### src/hdl/mavc_pkg.sv
package mavc_pkg;

  // default sizes of the sample ring
  localparam int unsigned MAX_WINDOW_DEF  = 64;
  localparam int unsigned SAMPLE_BITS_DEF = 16;

  // fixed field widths
  localparam int unsigned CFG_W = 7;
  localparam int unsigned VAR_W = 32;

  localparam logic [CFG_W-1:0] WINDOW_RESET = 7'd64;

  typedef enum logic {
    OP_PUSH  = 1'b0,
    OP_CHECK = 1'b1
  } opcode_e;

  // divider status toward the sequencer
  typedef struct packed {
    logic busy;
    logic done;
  } div_stat_t;

endpackage

### src/hdl/mavc_store.sv
module mavc_store #(
  parameter int unsigned DEPTH  = mavc_pkg::MAX_WINDOW_DEF,
  parameter int unsigned DATA_W = mavc_pkg::SAMPLE_BITS_DEF
) (
  input  logic                     clk_i,
  input  logic                     rst_ni,
  input  logic                     we_i,
  input  logic [$clog2(DEPTH)-1:0] waddr_i,
  input  logic [DATA_W-1:0]        wdata_i,
  input  logic [$clog2(DEPTH)-1:0] raddr_i,
  output logic [DATA_W-1:0]        rdata_o
);
  import mavc_pkg::*;

  logic [DATA_W-1:0] mem_q [DEPTH];
  logic [DATA_W-1:0] rd_q;
  logic [DEPTH-1:0]  vld_q;
  logic              rd_vld_q;

  // single write port, registered read port
  always_ff @(posedge clk_i) begin
    if (we_i) begin
      mem_q[waddr_i] <= wdata_i;
    end
    rd_q <= mem_q[raddr_i];
  end

  // never-written entries read as zero
  always_ff @(posedge clk_i or negedge rst_ni) begin
    if (!rst_ni) begin
      vld_q    <= '0;
      rd_vld_q <= 1'b0;
    end else begin
      if (we_i) begin
        vld_q[waddr_i] <= 1'b1;
      end
      rd_vld_q <= vld_q[raddr_i];
    end
  end

  assign rdata_o = rd_vld_q ? rd_q : '0;

endmodule

### src/hdl/mavc_div.sv
module mavc_div #(
  parameter int unsigned N  = 53,
  parameter int unsigned DW = 21
) (
  input  logic                     clk_i,
  input  logic                     rst_ni,
  input  logic                     start_i,
  input  logic [$clog2(N+1)-1:0]   iters_i,
  input  logic [N-1:0]             dividend_i,
  input  logic [DW-1:0]            divisor_i,
  output mavc_pkg::div_stat_t      stat_o,
  output logic [N-1:0]             quot_o
);
  import mavc_pkg::*;

  localparam int unsigned CW = $clog2(N+1);

  logic [CW-1:0] cnt_q;
  logic          busy_q;
  logic          done_q;
  logic [DW-1:0] rem_q;
  logic [N-1:0]  q_q;
  logic [DW-1:0] dvs_q;
  logic [DW:0]   rem_sh;
  logic [DW:0]   rem_nx;
  logic          ge;

  // one quotient bit per clock, dividend shifted out from the top
  always_comb begin
    rem_sh = {rem_q, q_q[N-1]};
    ge     = rem_sh >= {1'b0, dvs_q};
    rem_nx = ge ? (rem_sh - {1'b0, dvs_q}) : rem_sh;
  end

  always_ff @(posedge clk_i or negedge rst_ni) begin
    if (!rst_ni) begin
      busy_q <= 1'b0;
      done_q <= 1'b0;
      cnt_q  <= '0;
    end else if (start_i) begin
      busy_q <= 1'b1;
      done_q <= 1'b0;
      cnt_q  <= iters_i;
    end else if (busy_q) begin
      cnt_q <= cnt_q - CW'(1);
      if (cnt_q == CW'(1)) begin
        busy_q <= 1'b0;
        done_q <= 1'b1;
      end
    end else begin
      done_q <= 1'b0;
    end
  end

  always_ff @(posedge clk_i) begin
    if (start_i) begin
      rem_q <= '0;
      q_q   <= dividend_i;
      dvs_q <= divisor_i;
    end else if (busy_q) begin
      rem_q <= rem_nx[DW-1:0];
      q_q   <= {q_q[N-2:0], ge};
    end
  end

  assign stat_o.busy = busy_q;
  assign stat_o.done = done_q;
  assign quot_o      = q_q;

endmodule

### src/hdl/moving_average_with_variance_check_unit.sv
// channel  | direction | handshake               | payload
// ---------+-----------+-------------------------+------------------------------------------
// in       | in        | in_valid_i / in_stall_o | opcode_i, sample_i
// out      | out       | out_valid_o/out_stall_i | filtered_value_o, variance_o, steady_flag_o
// cfg      | in        | cfg_valid_i/cfg_ready_o | window_size_i
//
// push: paced by the restoring divider, which retires one quotient bit per clock
// check: for each ring entry in turn, read, W*x, |W*x - S| and the square in two
//   halves via the single store read port and the split squaring multiplier, then two divides
// reset: ring entries read as zero through per-entry valid bits, no clearing pass
// one beat in flight; the output register lets the next beat in while a result waits
module moving_average_with_variance_check_unit #(
  parameter int unsigned MAX_WINDOW  = mavc_pkg::MAX_WINDOW_DEF,
  parameter int unsigned SAMPLE_BITS = mavc_pkg::SAMPLE_BITS_DEF
) (
  input  logic                          clk_i,
  input  logic                          rst_ni,
  input  logic                          in_valid_i,
  output logic                          in_stall_o,
  input  logic                          opcode_i,
  input  logic signed [SAMPLE_BITS-1:0] sample_i,
  input  logic                          cfg_valid_i,
  output logic                          cfg_ready_o,
  input  logic [mavc_pkg::CFG_W-1:0]    window_size_i,
  output logic                          out_valid_o,
  input  logic                          out_stall_i,
  output logic signed [SAMPLE_BITS-1:0] filtered_value_o,
  output logic [mavc_pkg::VAR_W-1:0]    variance_o,
  output logic                          steady_flag_o
);
  import mavc_pkg::*;

  localparam int unsigned AW   = $clog2(MAX_WINDOW);      // ring index
  localparam int unsigned WW   = $clog2(MAX_WINDOW + 1);  // window / fill count
  localparam int unsigned SW   = SAMPLE_BITS + AW;        // running sum, signed
  localparam int unsigned PW   = WW + SAMPLE_BITS + 1;    // W*x and W*x - S, signed
  localparam int unsigned DMW  = PW - 1;                  // |W*x - S|
  localparam int unsigned HL   = (DMW + 1) / 2;           // low half of the squaring split
  localparam int unsigned PRW  = DMW + HL;                // partial product
  localparam int unsigned SQW  = 2 * DMW;                 // S squared
  localparam int unsigned ACW  = SQW + WW;                // deviation accumulator
  localparam int unsigned LW   = ACW + 4;                 // 10 * accumulator
  localparam int unsigned W2W  = 2 * WW;
  localparam int unsigned DVS  = 3 * WW;                  // W cubed
  localparam int unsigned CW   = $clog2(ACW + 1);
  localparam int unsigned CMPW = (WW > CFG_W) ? WW : CFG_W;
  localparam int unsigned QXW  = (ACW > VAR_W) ? ACW : VAR_W + 1;

  localparam logic [SW-1:0] POS_LIM =
    {{(SW - SAMPLE_BITS + 1){1'b0}}, {(SAMPLE_BITS - 1){1'b1}}};
  localparam logic [SW-1:0] NEG_LIM = POS_LIM + SW'(1);
  localparam logic [SAMPLE_BITS-1:0] FV_MAX = {1'b0, {(SAMPLE_BITS - 1){1'b1}}};
  localparam logic [SAMPLE_BITS-1:0] FV_MIN = {1'b1, {(SAMPLE_BITS - 1){1'b0}}};

  typedef enum logic [17:0] {
    ST_IDLE  = 18'h00001,
    ST_P_RMW = 18'h00002,  // old entry back from the store, update sum, write new
    ST_P_DGO = 18'h00004,
    ST_P_DWT = 18'h00008,
    ST_C_RD  = 18'h00010,  // read ring entry i
    ST_C_WX  = 18'h00020,  // W * x
    ST_C_DF  = 18'h00040,  // |W*x - S|
    ST_C_ML  = 18'h00080,  // square, low half
    ST_C_MH  = 18'h00100,  // square, high half
    ST_C_SL  = 18'h00200,  // S squared, low half
    ST_C_SH  = 18'h00400,  // S squared, high half
    ST_C_RH  = 18'h00800,
    ST_C_CMP = 18'h01000,
    ST_C_FGO = 18'h02000,  // mean divide
    ST_C_FWT = 18'h04000,
    ST_C_VGO = 18'h08000,  // variance divide
    ST_C_VWT = 18'h10000,
    ST_FIN   = 18'h20000   // hand result to the output register
  } state_e;

  state_e                  state_q, state_d;
  logic [CFG_W-1:0]        win_q, win_d;
  logic [AW-1:0]           ptr_q, ptr_d;
  logic [WW-1:0]           fill_q, fill_d;
  logic signed [SW-1:0]    sum_q, sum_d;
  logic                    out_valid_q, out_valid_d;

  logic [WW-1:0]           w_q;
  logic signed [SAMPLE_BITS-1:0] x_q;
  logic [AW-1:0]           i_q;
  logic signed [PW-1:0]    wx_q;
  logic [DMW-1:0]          d_q;
  logic [ACW-1:0]          acc_q;
  logic [SQW-1:0]          s2_q;
  logic [ACW-1:0]          rhs_q;
  logic [LW-1:0]           lhs_q;
  logic [W2W-1:0]          w2_q;
  logic [DVS-1:0]          w3_q;
  logic [SAMPLE_BITS-1:0]  res_fv_q;
  logic [VAR_W-1:0]        res_var_q;
  logic                    res_st_q;
  logic [SAMPLE_BITS-1:0]  out_fv_q;
  logic [VAR_W-1:0]        out_var_q;
  logic                    out_st_q;

  logic [WW-1:0]           weff;
  logic [WW-1:0]           nxt_w;
  logic [AW-1:0]           nxt_ptr;
  logic                    accept;
  logic                    load_out;
  logic                    last_i;
  logic [SW-1:0]           sabs;
  logic signed [PW-1:0]    diff;
  logic [DMW-1:0]          dabs;
  logic [HL-1:0]           mul_b;
  logic [PRW-1:0]          prod;
  logic [SAMPLE_BITS-1:0]  rd_data;
  logic signed [SAMPLE_BITS-1:0] x_rd;
  logic                    mem_we;
  logic [AW-1:0]           mem_raddr;

  logic                    div_start;
  logic [CW-1:0]           div_iters;
  logic [ACW-1:0]          div_dividend;
  logic [DVS-1:0]          div_divisor;
  div_stat_t               div_stat;
  logic [ACW-1:0]          div_quot;
  logic [QXW-1:0]          quot_x;
  logic [VAR_W-1:0]        var_sat;

  // signed mean from quotient magnitude, saturated to the sample range
  function automatic logic [SAMPLE_BITS-1:0] sat_fv(input logic [SW-1:0] mag,
                                                    input logic neg);
    logic [SAMPLE_BITS-1:0] r;
    if (neg) begin
      if (mag > NEG_LIM) r = FV_MIN;
      else r = SAMPLE_BITS'(0) - mag[SAMPLE_BITS-1:0];
    end else begin
      if (mag > POS_LIM) r = FV_MAX;
      else r = mag[SAMPLE_BITS-1:0];
    end
    return r;
  endfunction

  // effective window: zero reads as one, oversize clamps to the ring depth
  always_comb begin
    if (win_q == '0) begin
      weff = WW'(1);
    end else if (CMPW'(win_q) > CMPW'(MAX_WINDOW)) begin
      weff = WW'(MAX_WINDOW);
    end else begin
      weff = WW'(win_q);
    end
  end

  // pointer advances before the write, wraps at the window
  assign nxt_w   = WW'(ptr_q) + WW'(1);
  assign nxt_ptr = (nxt_w >= weff) ? '0 : AW'(nxt_w);

  assign accept      = in_valid_i && (state_q == ST_IDLE);
  assign in_stall_o  = (state_q != ST_IDLE);
  assign cfg_ready_o = 1'b1;
  assign load_out    = (state_q == ST_FIN) && (!out_valid_q || !out_stall_i);
  assign last_i      = (WW'(i_q) + WW'(1)) == w_q;

  assign sabs = sum_q[SW-1] ? SW'(-sum_q) : SW'(sum_q);
  assign diff = wx_q - PW'(sum_q);
  assign dabs = diff[PW-1] ? DMW'(-diff) : DMW'(diff);

  // square split in two halves so one product stays narrow
  assign mul_b = ((state_q == ST_C_MH) || (state_q == ST_C_SH)) ?
                 HL'(d_q[DMW-1:HL]) : d_q[HL-1:0];
  assign prod  = PRW'(d_q) * PRW'(mul_b);

  assign x_rd = signed'(rd_data);

  // ring store; one beat at a time, so the write never meets a pending read
  assign mem_we    = (state_q == ST_P_RMW);
  assign mem_raddr = (state_q == ST_IDLE) ? nxt_ptr : i_q;

  mavc_store #(
    .DEPTH  (MAX_WINDOW),
    .DATA_W (SAMPLE_BITS)
  ) u_store (
    .clk_i   (clk_i),
    .rst_ni  (rst_ni),
    .we_i    (mem_we),
    .waddr_i (ptr_q),
    .wdata_i (x_q),
    .raddr_i (mem_raddr),
    .rdata_o (rd_data)
  );

  // shared divider: sum by fill or window, deviation sum by W cubed
  assign div_start    = (state_q == ST_P_DGO) || (state_q == ST_C_FGO) ||
                        (state_q == ST_C_VGO);
  assign div_dividend = (state_q == ST_C_VGO) ? acc_q : (ACW'(sabs) << (ACW - SW));
  assign div_iters    = (state_q == ST_C_VGO) ? CW'(ACW) : CW'(SW);

  always_comb begin
    if (state_q == ST_P_DGO) begin
      div_divisor = DVS'(fill_q);
    end else if (state_q == ST_C_FGO) begin
      div_divisor = DVS'(w_q);
    end else begin
      div_divisor = w3_q;
    end
  end

  mavc_div #(
    .N  (ACW),
    .DW (DVS)
  ) u_div (
    .clk_i      (clk_i),
    .rst_ni     (rst_ni),
    .start_i    (div_start),
    .iters_i    (div_iters),
    .dividend_i (div_dividend),
    .divisor_i  (div_divisor),
    .stat_o     (div_stat),
    .quot_o     (div_quot)
  );

  // variance saturates to all ones
  assign quot_x  = QXW'(div_quot);
  assign var_sat = (|quot_x[QXW-1:VAR_W]) ? '1 : quot_x[VAR_W-1:0];

  // sequencer and architectural state
  always_comb begin
    state_d     = state_q;
    win_d       = win_q;
    ptr_d       = ptr_q;
    fill_d      = fill_q;
    sum_d       = sum_q;
    out_valid_d = out_valid_q;

    if (cfg_valid_i && cfg_ready_o) begin
      win_d = window_size_i;
    end
    if (out_valid_q && !out_stall_i) begin
      out_valid_d = 1'b0;
    end
    if (load_out) begin
      out_valid_d = 1'b1;
    end

    case (state_q)
      ST_IDLE: begin
        if (in_valid_i) begin
          if (opcode_e'(opcode_i) == OP_CHECK) begin
            state_d = ST_C_RD;
          end else begin
            fill_d  = (fill_q < weff) ? fill_q + WW'(1) : fill_q;
            ptr_d   = nxt_ptr;
            state_d = ST_P_RMW;
          end
        end
      end
      ST_P_RMW: begin
        sum_d   = sum_q + SW'(x_q) - SW'(x_rd);
        state_d = ST_P_DGO;
      end
      ST_P_DGO: state_d = ST_P_DWT;
      ST_P_DWT: begin
        if (div_stat.done) state_d = ST_FIN;
      end
      ST_C_RD:  state_d = ST_C_WX;
      ST_C_WX:  state_d = ST_C_DF;
      ST_C_DF:  state_d = ST_C_ML;
      ST_C_ML:  state_d = ST_C_MH;
      ST_C_MH: begin
        state_d = last_i ? ST_C_SL : ST_C_RD;
      end
      ST_C_SL:  state_d = ST_C_SH;
      ST_C_SH:  state_d = ST_C_RH;
      ST_C_RH:  state_d = ST_C_CMP;
      ST_C_CMP: state_d = ST_C_FGO;
      ST_C_FGO: state_d = ST_C_FWT;
      ST_C_FWT: begin
        if (div_stat.done) state_d = ST_C_VGO;
      end
      ST_C_VGO: state_d = ST_C_VWT;
      ST_C_VWT: begin
        if (div_stat.done) state_d = ST_FIN;
      end
      ST_FIN: begin
        if (!out_valid_q || !out_stall_i) state_d = ST_IDLE;
      end
      default: state_d = ST_IDLE;
    endcase
  end

  always_ff @(posedge clk_i or negedge rst_ni) begin
    if (!rst_ni) begin
      state_q     <= ST_IDLE;
      win_q       <= WINDOW_RESET;
      ptr_q       <= '0;
      fill_q      <= '0;
      sum_q       <= '0;
      out_valid_q <= 1'b0;
    end else begin
      state_q     <= state_d;
      win_q       <= win_d;
      ptr_q       <= ptr_d;
      fill_q      <= fill_d;
      sum_q       <= sum_d;
      out_valid_q <= out_valid_d;
    end
  end

  // datapath registers
  always_ff @(posedge clk_i) begin
    if (accept) begin
      x_q   <= sample_i;
      w_q   <= weff;
      i_q   <= '0;
      acc_q <= '0;
    end
    case (state_q)
      ST_C_WX: wx_q <= PW'($signed({1'b0, w_q})) * PW'(x_rd);
      ST_C_DF: d_q  <= dabs;
      ST_C_ML: acc_q <= acc_q + ACW'(prod);
      ST_C_MH: begin
        acc_q <= acc_q + (ACW'(prod) << HL);
        if (last_i) begin
          d_q <= DMW'(sabs);
        end else begin
          i_q <= i_q + AW'(1);
        end
      end
      ST_C_SL: s2_q <= SQW'(prod);
      ST_C_SH: s2_q <= s2_q + (SQW'(prod) << HL);
      ST_C_RH: begin
        // steady test: 10 * sum of squared deviations against W * S^2
        rhs_q <= ACW'(s2_q) * ACW'(w_q);
        lhs_q <= (LW'(acc_q) << 3) + (LW'(acc_q) << 1);
        w2_q  <= W2W'(w_q) * W2W'(w_q);
      end
      ST_C_CMP: begin
        res_st_q <= LW'(rhs_q) > lhs_q;
        w3_q     <= DVS'(w2_q) * DVS'(w_q);
      end
      ST_P_DWT: begin
        if (div_stat.done) begin
          res_fv_q  <= sat_fv(div_quot[SW-1:0], sum_q[SW-1]);
          res_var_q <= '0;
          res_st_q  <= 1'b0;
        end
      end
      ST_C_FWT: begin
        if (div_stat.done) res_fv_q <= sat_fv(div_quot[SW-1:0], sum_q[SW-1]);
      end
      ST_C_VWT: begin
        if (div_stat.done) res_var_q <= var_sat;
      end
      default: ;
    endcase
    if (load_out) begin
      out_fv_q  <= res_fv_q;
      out_var_q <= res_var_q;
      out_st_q  <= res_st_q;
    end
  end

  assign out_valid_o      = out_valid_q;
  assign filtered_value_o = signed'(out_fv_q);
  assign variance_o       = out_var_q;
  assign steady_flag_o    = out_st_q;

endmodule

### config.mk
export PLATFORM = sky130hd
export DESIGN_NAME = moving_average_with_variance_check_unit
export DESIGN_NICKNAME = d
export VERILOG_FILES = /design/src/hdl/mavc_pkg.sv /design/src/hdl/mavc_store.sv /design/src/hdl/mavc_div.sv /design/src/hdl/moving_average_with_variance_check_unit.sv
export SDC_FILE = /design/constraint.sdc
export NUM_CORES = 2
export LEC_CHECK = 0
export BUFFER_PORTS_ARGS = -buffer_cell sky130_fd_sc_hd__buf_2
export CORE_UTILIZATION = 35
export CTS_CLUSTER_SIZE = 25
export DETAILED_ROUTE_END_ITERATION = 8
export SYNTH_ARGS = -nofsm -noshare
export SYNTH_HDL_FRONTEND = slang
export SYNTH_SLANG_ARGS = --single-unit
### constraint.sdc
create_clock -name clk_i -period 22.2 [get_ports clk_i]
set_input_delay 1.11 -clock clk_i [delete_from_list [all_inputs] [get_ports clk_i]]
set_output_delay 1.11 -clock clk_i [all_outputs]
set_load 0.01 [all_outputs]
Word level (Yosys, flattened, before mapping)
Memories as Yosys holds them, arrays and structs flattened. A register that Yosys moved wholly into a read port is not among the register bits. Cells that the tools add are included.

Memories: 1. Word-level logic and storage cells: 179. Bits in registers: 647. Bits in writable memories: 1024.

Memory list: u_store.mem_q (depth 64, bits a word 16, rd ports 1, clocked after Yosys merged registers in 1, wr ports 1, line mavc_store.sv:15) `logic [DATA_W-1:0] mem_q [DEPTH];`.

Magnitude comparators: 10. $add $sub $neg: 16. Equality and inequality tests: 29. Reductions and logical operators: 29. Mux-type cells: 55. Bitwise gates (word level): 2. Multipliers: 5.

Operators with widths (number): case mux 18 bit (17 select lines) (1); two-way mux 53 bit (4); case mux 53 bit (2 select lines) (1); two-way mux 32 bit (3); case mux 46 bit (2 select lines) (1); two-way mux 18 bit (4); two-way mux 16 bit (4); OR 64 bit (1); case mux 32 bit (2 select lines) (1); adder 56 x 54 -> 57 bit (1); > comparator 53 x 57 -> 1 bit (1); adder 53 x 35 -> 53 bit (1); adder 53 x 47 -> 53 bit (1); multiplier 46 x 7 -> 53 bit (1); two-way mux 6 bit (8); adder 46 bit (1); two-way mux 23 bit (2); case mux 23 bit (2 select lines) (1); multiplier 23 x 12 -> 35 bit (1); two-way mux 7 bit (4); multiplier 8 x 16 -> 24 bit (1); subtractor 24 x 22 -> 24 bit (1); negation 23 bit (1); adder 22 x 16 -> 22 bit (1); 63 further kinds (100).

Longest topological paths before layout
Depth in word-level cells: 8. Depth in mapped cells: 41. Gate-level depth less buffers: 38.

By module
A second synthesis with hierarchy kept.

Cell total of the unflattened synthesis: 8655. Area total of the unflattened synthesis: 105204.6 µm².

By module, submodules not included: moving_average_with_variance_check_unit (area each 57355.0 µm², times used 1, cells an instance 6214); mavc_store (area each 42426.9 µm², times used 1, cells an instance 1982); mavc_div (area each 5422.7 µm², times used 1, cells an instance 459).

Least setup slack after synthesis
No wires, ideal clock.

Kind: flip-flop to flip-flop. Start: register state_q[3]. End: register acc_q[49] (data pin). Data arrival time: 8.880 ns. Clock period less this slack: 9.142 ns. Slack: 13.058 ns. Library setup time: 0.262 ns. Cell stages (with the launch flop): 37. Path buffers: 2. Path through: dfrtp_1 nor4_4 and2_1 nand4_1 clkbuf_1 mux2_2 clkbuf_1 nand2_1 fa_1 fa_1 inv_1 fa_1 fa_1 inv_1 fa_1 inv_1 ha_1 and3_1 a221o_1 a22o_1 a31oi_1 a21oi_1 a21o_1 a211oi_1 nor3_1 ha_1 a21o_1 a21o_1 a21o_1 a21o_1 a21o_1 or3_1 o2111ai_1 a32oi_1 nand3_1 nor3_1 nand3b_1.

Longest elaborated chain between the ends: 6. Elaborated cells on any way between the ends: 9. Classes of those cells: add/sub (2); mul (1); eq/ne (3); mux (2); reduce/logical (1).

Ends and longest elaborated chain: start: declaration (line moving_average_with_variance_check_unit.sv:76) `state_e state_q, state_d;`; start signal: assignment (line moving_average_with_variance_check_unit.sv:297) `state_q <= state_d;`; == test 18 x 9 -> 1 bit / == test 18 x 11 -> 1 bit (equally long branches) (line moving_average_with_variance_check_unit.sv:166, moving_average_with_variance_check_unit.sv:314); logical OR 1 bit (line moving_average_with_variance_check_unit.sv:166) `assign mul_b = ((state_q == ST_C_MH) || (state_q == ST_C_SH)) ?`; two-way mux 12 bit (line moving_average_with_variance_check_unit.sv:166); multiplier 23 x 12 -> 35 bit (line moving_average_with_variance_check_unit.sv:168) `assign prod = PRW'(d_q) * PRW'(mul_b);`; adder 53 x 47 -> 53 bit / adder 53 x 35 -> 53 bit (equally long branches) (line moving_average_with_variance_check_unit.sv:319, moving_average_with_variance_check_unit.sv:317); case mux 53 bit (2 select lines) * (line moving_average_with_variance_check_unit.sv:314) `case (state_q)`; end signal: assignment (line moving_average_with_variance_check_unit.sv:317) `ST_C_ML: acc_q <= acc_q + ACW'(prod);`; end signal: assignment (line moving_average_with_variance_check_unit.sv:319) `acc_q <= acc_q + (ACW'(prod) << HL);`; end: declaration (line moving_average_with_variance_check_unit.sv:88) `logic [ACW-1:0] acc_q;`.

Mark *: on every way between the ends. The rest lies on a longest branch, timed or not. A chain may end at the register's enable or synchronous reset.

Worst setup path in the final report
Start: register state_q[1]. End: register acc_q[51] (data pin).

Same word-level chain as after synthesis.

==> impl_metrics.env <==
export IMPL_grt_pass1_wl_um=445000
export IMPL_antenna_found_initial=11
export IMPL_status="finished, final reports clean"
export IMPL_yosysWarnings=0
export IMPL_finalSetupViolCount=0
export IMPL_cts_clk_slew_worst_paths_ns=0.06
export IMPL_startpoint_type="flip-flop"
export IMPL_dp_cells=13300
export IMPL_dp_slack_ns=12.04
export IMPL_drtPass1Iterations=6
export IMPL_portBuffers=79
export IMPL_cts_num_sinks=1685
export IMPL_drc=0
export IMPL_syn_avg_cell_area_sq_um=11.0
export IMPL_rsz0062_at_grt="no"
export IMPL_final_cell_mix="1629 x nand2_1, 1508 x edfxtp_1, 860 x inv_1"
export IMPL_gr_total_overflow=0
export IMPL_grt_max_degree=139
export IMPL_cp_max_fo=27
export IMPL_fill_cells=28500
export IMPL_syn_area_sq_mm=0.105
export IMPL_crit_path_start="state_q[1]"
export IMPL_stdcell_count=13600
export IMPL_crit_arrival_ns=10.79
export IMPL_synth_cell_types=93
export IMPL_synth_seq_cells=1685
export IMPL_maxCapViolCount=0
export IMPL_place_gp_congestion=0.887
export IMPL_fin_ws_ns=11.94
export IMPL_fin_crit_sh=0.462
export IMPL_wl_um=291000
export IMPL_start_util=0.352
export IMPL_drt_iter0_markers=6445
export IMPL_setup_tns_ns=0
export IMPL_synth_edf_count=1508
export IMPL_worst_hold_path_type="input pin to asynchronous set/reset pin"
export IMPL_ios=81
export IMPL_die_h_um=549
export IMPL_grt_pass1_vias=73300
export IMPL_crit_end="acc_q[51]"
export IMPL_via_count=73300
export IMPL_nNetsFinal=10700
export IMPL_dieArea_sq_mm=0.301
export IMPL_drive_above_1_share=0.0675
export IMPL_cts_hold_fix_buffers=0
export IMPL_root_buffer="clkbuf_16"
export IMPL_clkLatencyLatePin_ns=0.84
export IMPL_cp_required_ns=22.73
export IMPL_critPathKind="flip-flop to flip-flop"
export IMPL_viasPerCell=5.38
export IMPL_coreArea_sq_mm=0.297
export IMPL_die_x_um=549
export IMPL_postCtsSetupBuffers=0
export IMPL_worst_slew_pin_slew_ns=1.24
export IMPL_cts_tree="yes"
export IMPL_routedWlPerCell_um=21.4
export IMPL_finalCriticalPeriod_ns=10.26
export IMPL_cts_max_level=4
export IMPL_async_flop_share=0.0795
export IMPL_areaGrowthSynthToFinish_pct=10.4
export IMPL_r2r_cells=35
export IMPL_final_common_cell="nand2_1"
export IMPL_crit_path_frequent_cell="fa_1"
export IMPL_max_freq_mhz=97.5
export IMPL_cts_made_buffers=177
export IMPL_hold_slack_ns=0.363
export IMPL_r2r_end="acc_q[51]"
export IMPL_hold_viol=0
export IMPL_clk_path_buf_depth=4
export IMPL_seq_area_frac_synth=0.473
export IMPL_synth_cells=9533
export IMPL_cp_slowest_stage_delay_ns=0.63
export IMPL_core_rowCount=200
export IMPL_finClkSkew_ns=0.0612
export IMPL_ctsResizeCount=0
export IMPL_dpl_hpwl_um=200000
export IMPL_drtAntennaViolNets=0
export IMPL_relSlewSlack=0.173
export IMPL_cp_slowest_cell="mux2_2"
export IMPL_grtUsageTotal=0.190
export IMPL_r2r_start="state_q[1]"
export IMPL_endpoint_kind="flip-flop"
export IMPL_ff2ff_setup_slack_ns=11.94
export IMPL_synth_ff_type="edfxtp_1"
export IMPL_slew_viol_final=0
[per-layer routing]
metal / track usage / vias up / routed length, um
met3: 0.0220 / 462 / 17100
met2: 0.323 / 2381 / 139000
met4: 0.0682 / 4 / 10800
met5: 0 / - / 27
met1: 0.251 / 37000 / 123000
li1: - / 33400 / -
[worst min path at each step]
stage	cells after the start	slack [ns]	end	start
2_1_floorplan	0	0.40	filtered_value_o[0]	res_fv_q[0]
3_3_place_gp	0	0.40	variance_o[25]	res_var_q[25]
3_5_place_dp	0	0.40	filtered_value_o[14]	res_fv_q[14]
4_1_cts	1	0.36	x_q[6]	sample_i[6]
5_1_grt	1	0.39	x_q[10]	sample_i[10]
6_report	1	0.36	u_store.vld_q[17]	rst_ni
[synthesized netlist by cell type, types with 165 or more instances]
| cell | count | area, sq um |
|---|---|---|
| clkbuf_1 | 289 | 1080 |
| nand2_1 | 1631 | 6120 |
| and2_1 | 205 | 1280 |
| nor2_1 | 376 | 1410 |
| o21ai_0 | 263 | 1320 |
| nand3_1 | 303 | 1520 |
| edfxtp_1 | 1508 | 45300 |
| a21o_1 | 165 | 1240 |
| and3_1 | 167 | 1040 |
| a21oi_1 | 334 | 1670 |
| ha_1 | 550 | 6880 |
| fa_1 | 612 | 12300 |
| xnor2_1 | 254 | 2220 |
| a31oi_1 | 184 | 1150 |
| inv_1 | 861 | 3230 |
| mux2i_1 | 213 | 2130 |
[flip-flops by register name, indices dropped and copies added, names as in the netlist, 13 cells and up]
name	cells
acc_q	53
d_q	23
filtered_value_o	16
lhs_q	56
res_fv_q	16
res_var_q	32
rhs_q	53
s2_q	46
state_q	18
sum_q	22
u_div.dvs_q	21
u_div.quot_o	53
u_div.rem_q	21
u_store.mem_q	1024
u_store.rd_q	16
u_store.vld_q	64
variance_o	32
w2_q	13
w3_q	21
wx_q	24
x_q	16
[worst max-delay path, delay by kind of cell (launching register included)]
family          cells  cell delay, ns
mux                 1            0.63
xor+xnor            1            0.21
flops               1            0.41
simple gates       11            2.28
fa+ha+maj           7            3.36
buf+inv             4            0.43
compound gates     11            2.59
[through the flow]
stage                util  area (sq um)
CTS                 0.389        115000
global placement    0.369        110000
floorplan               -        105000
finish              0.389        115000
global route        0.389        115000
detailed placement  0.369        110000
[final cells by class]
cell class,count,area (sq um),share of cell area
Antenna cell,3,7.51,0.0000650
Clock buffer,229,4730,0.0410
Clock inverter,86,1100,0.00953
Inverter,864,3250,0.0281
Multi-Input combinational cell,6570,50300,0.436
Sequential cell,1685,49500,0.429
Tap cell,3939,4930,0.0427
Timing Repair Buffer,239,1660,0.0143
[kinds of logic (layout without fill, tap and decap cells)]
logic type / after synthesis / after routing / share of synthesized area
and+or+nand+nor: 3201 / 3201 / 0.140
buffers and inverters: 1280 / 1418 / 0.0469
other: 2 / 7 / 0.0000718
xor gates and xnor gates: 385 / 385 / 0.0324
muxes: 234 / 234 / 0.0226
AOI/OAI and AO/OA: 1584 / 1584 / 0.102
adders and majority gates: 1162 / 1162 / 0.183
DFF: 1685 / 1685 / 0.473
Power is not shown: default switching activity piles up to over one toggle a cycle in this logic, so the estimate is an artifact.
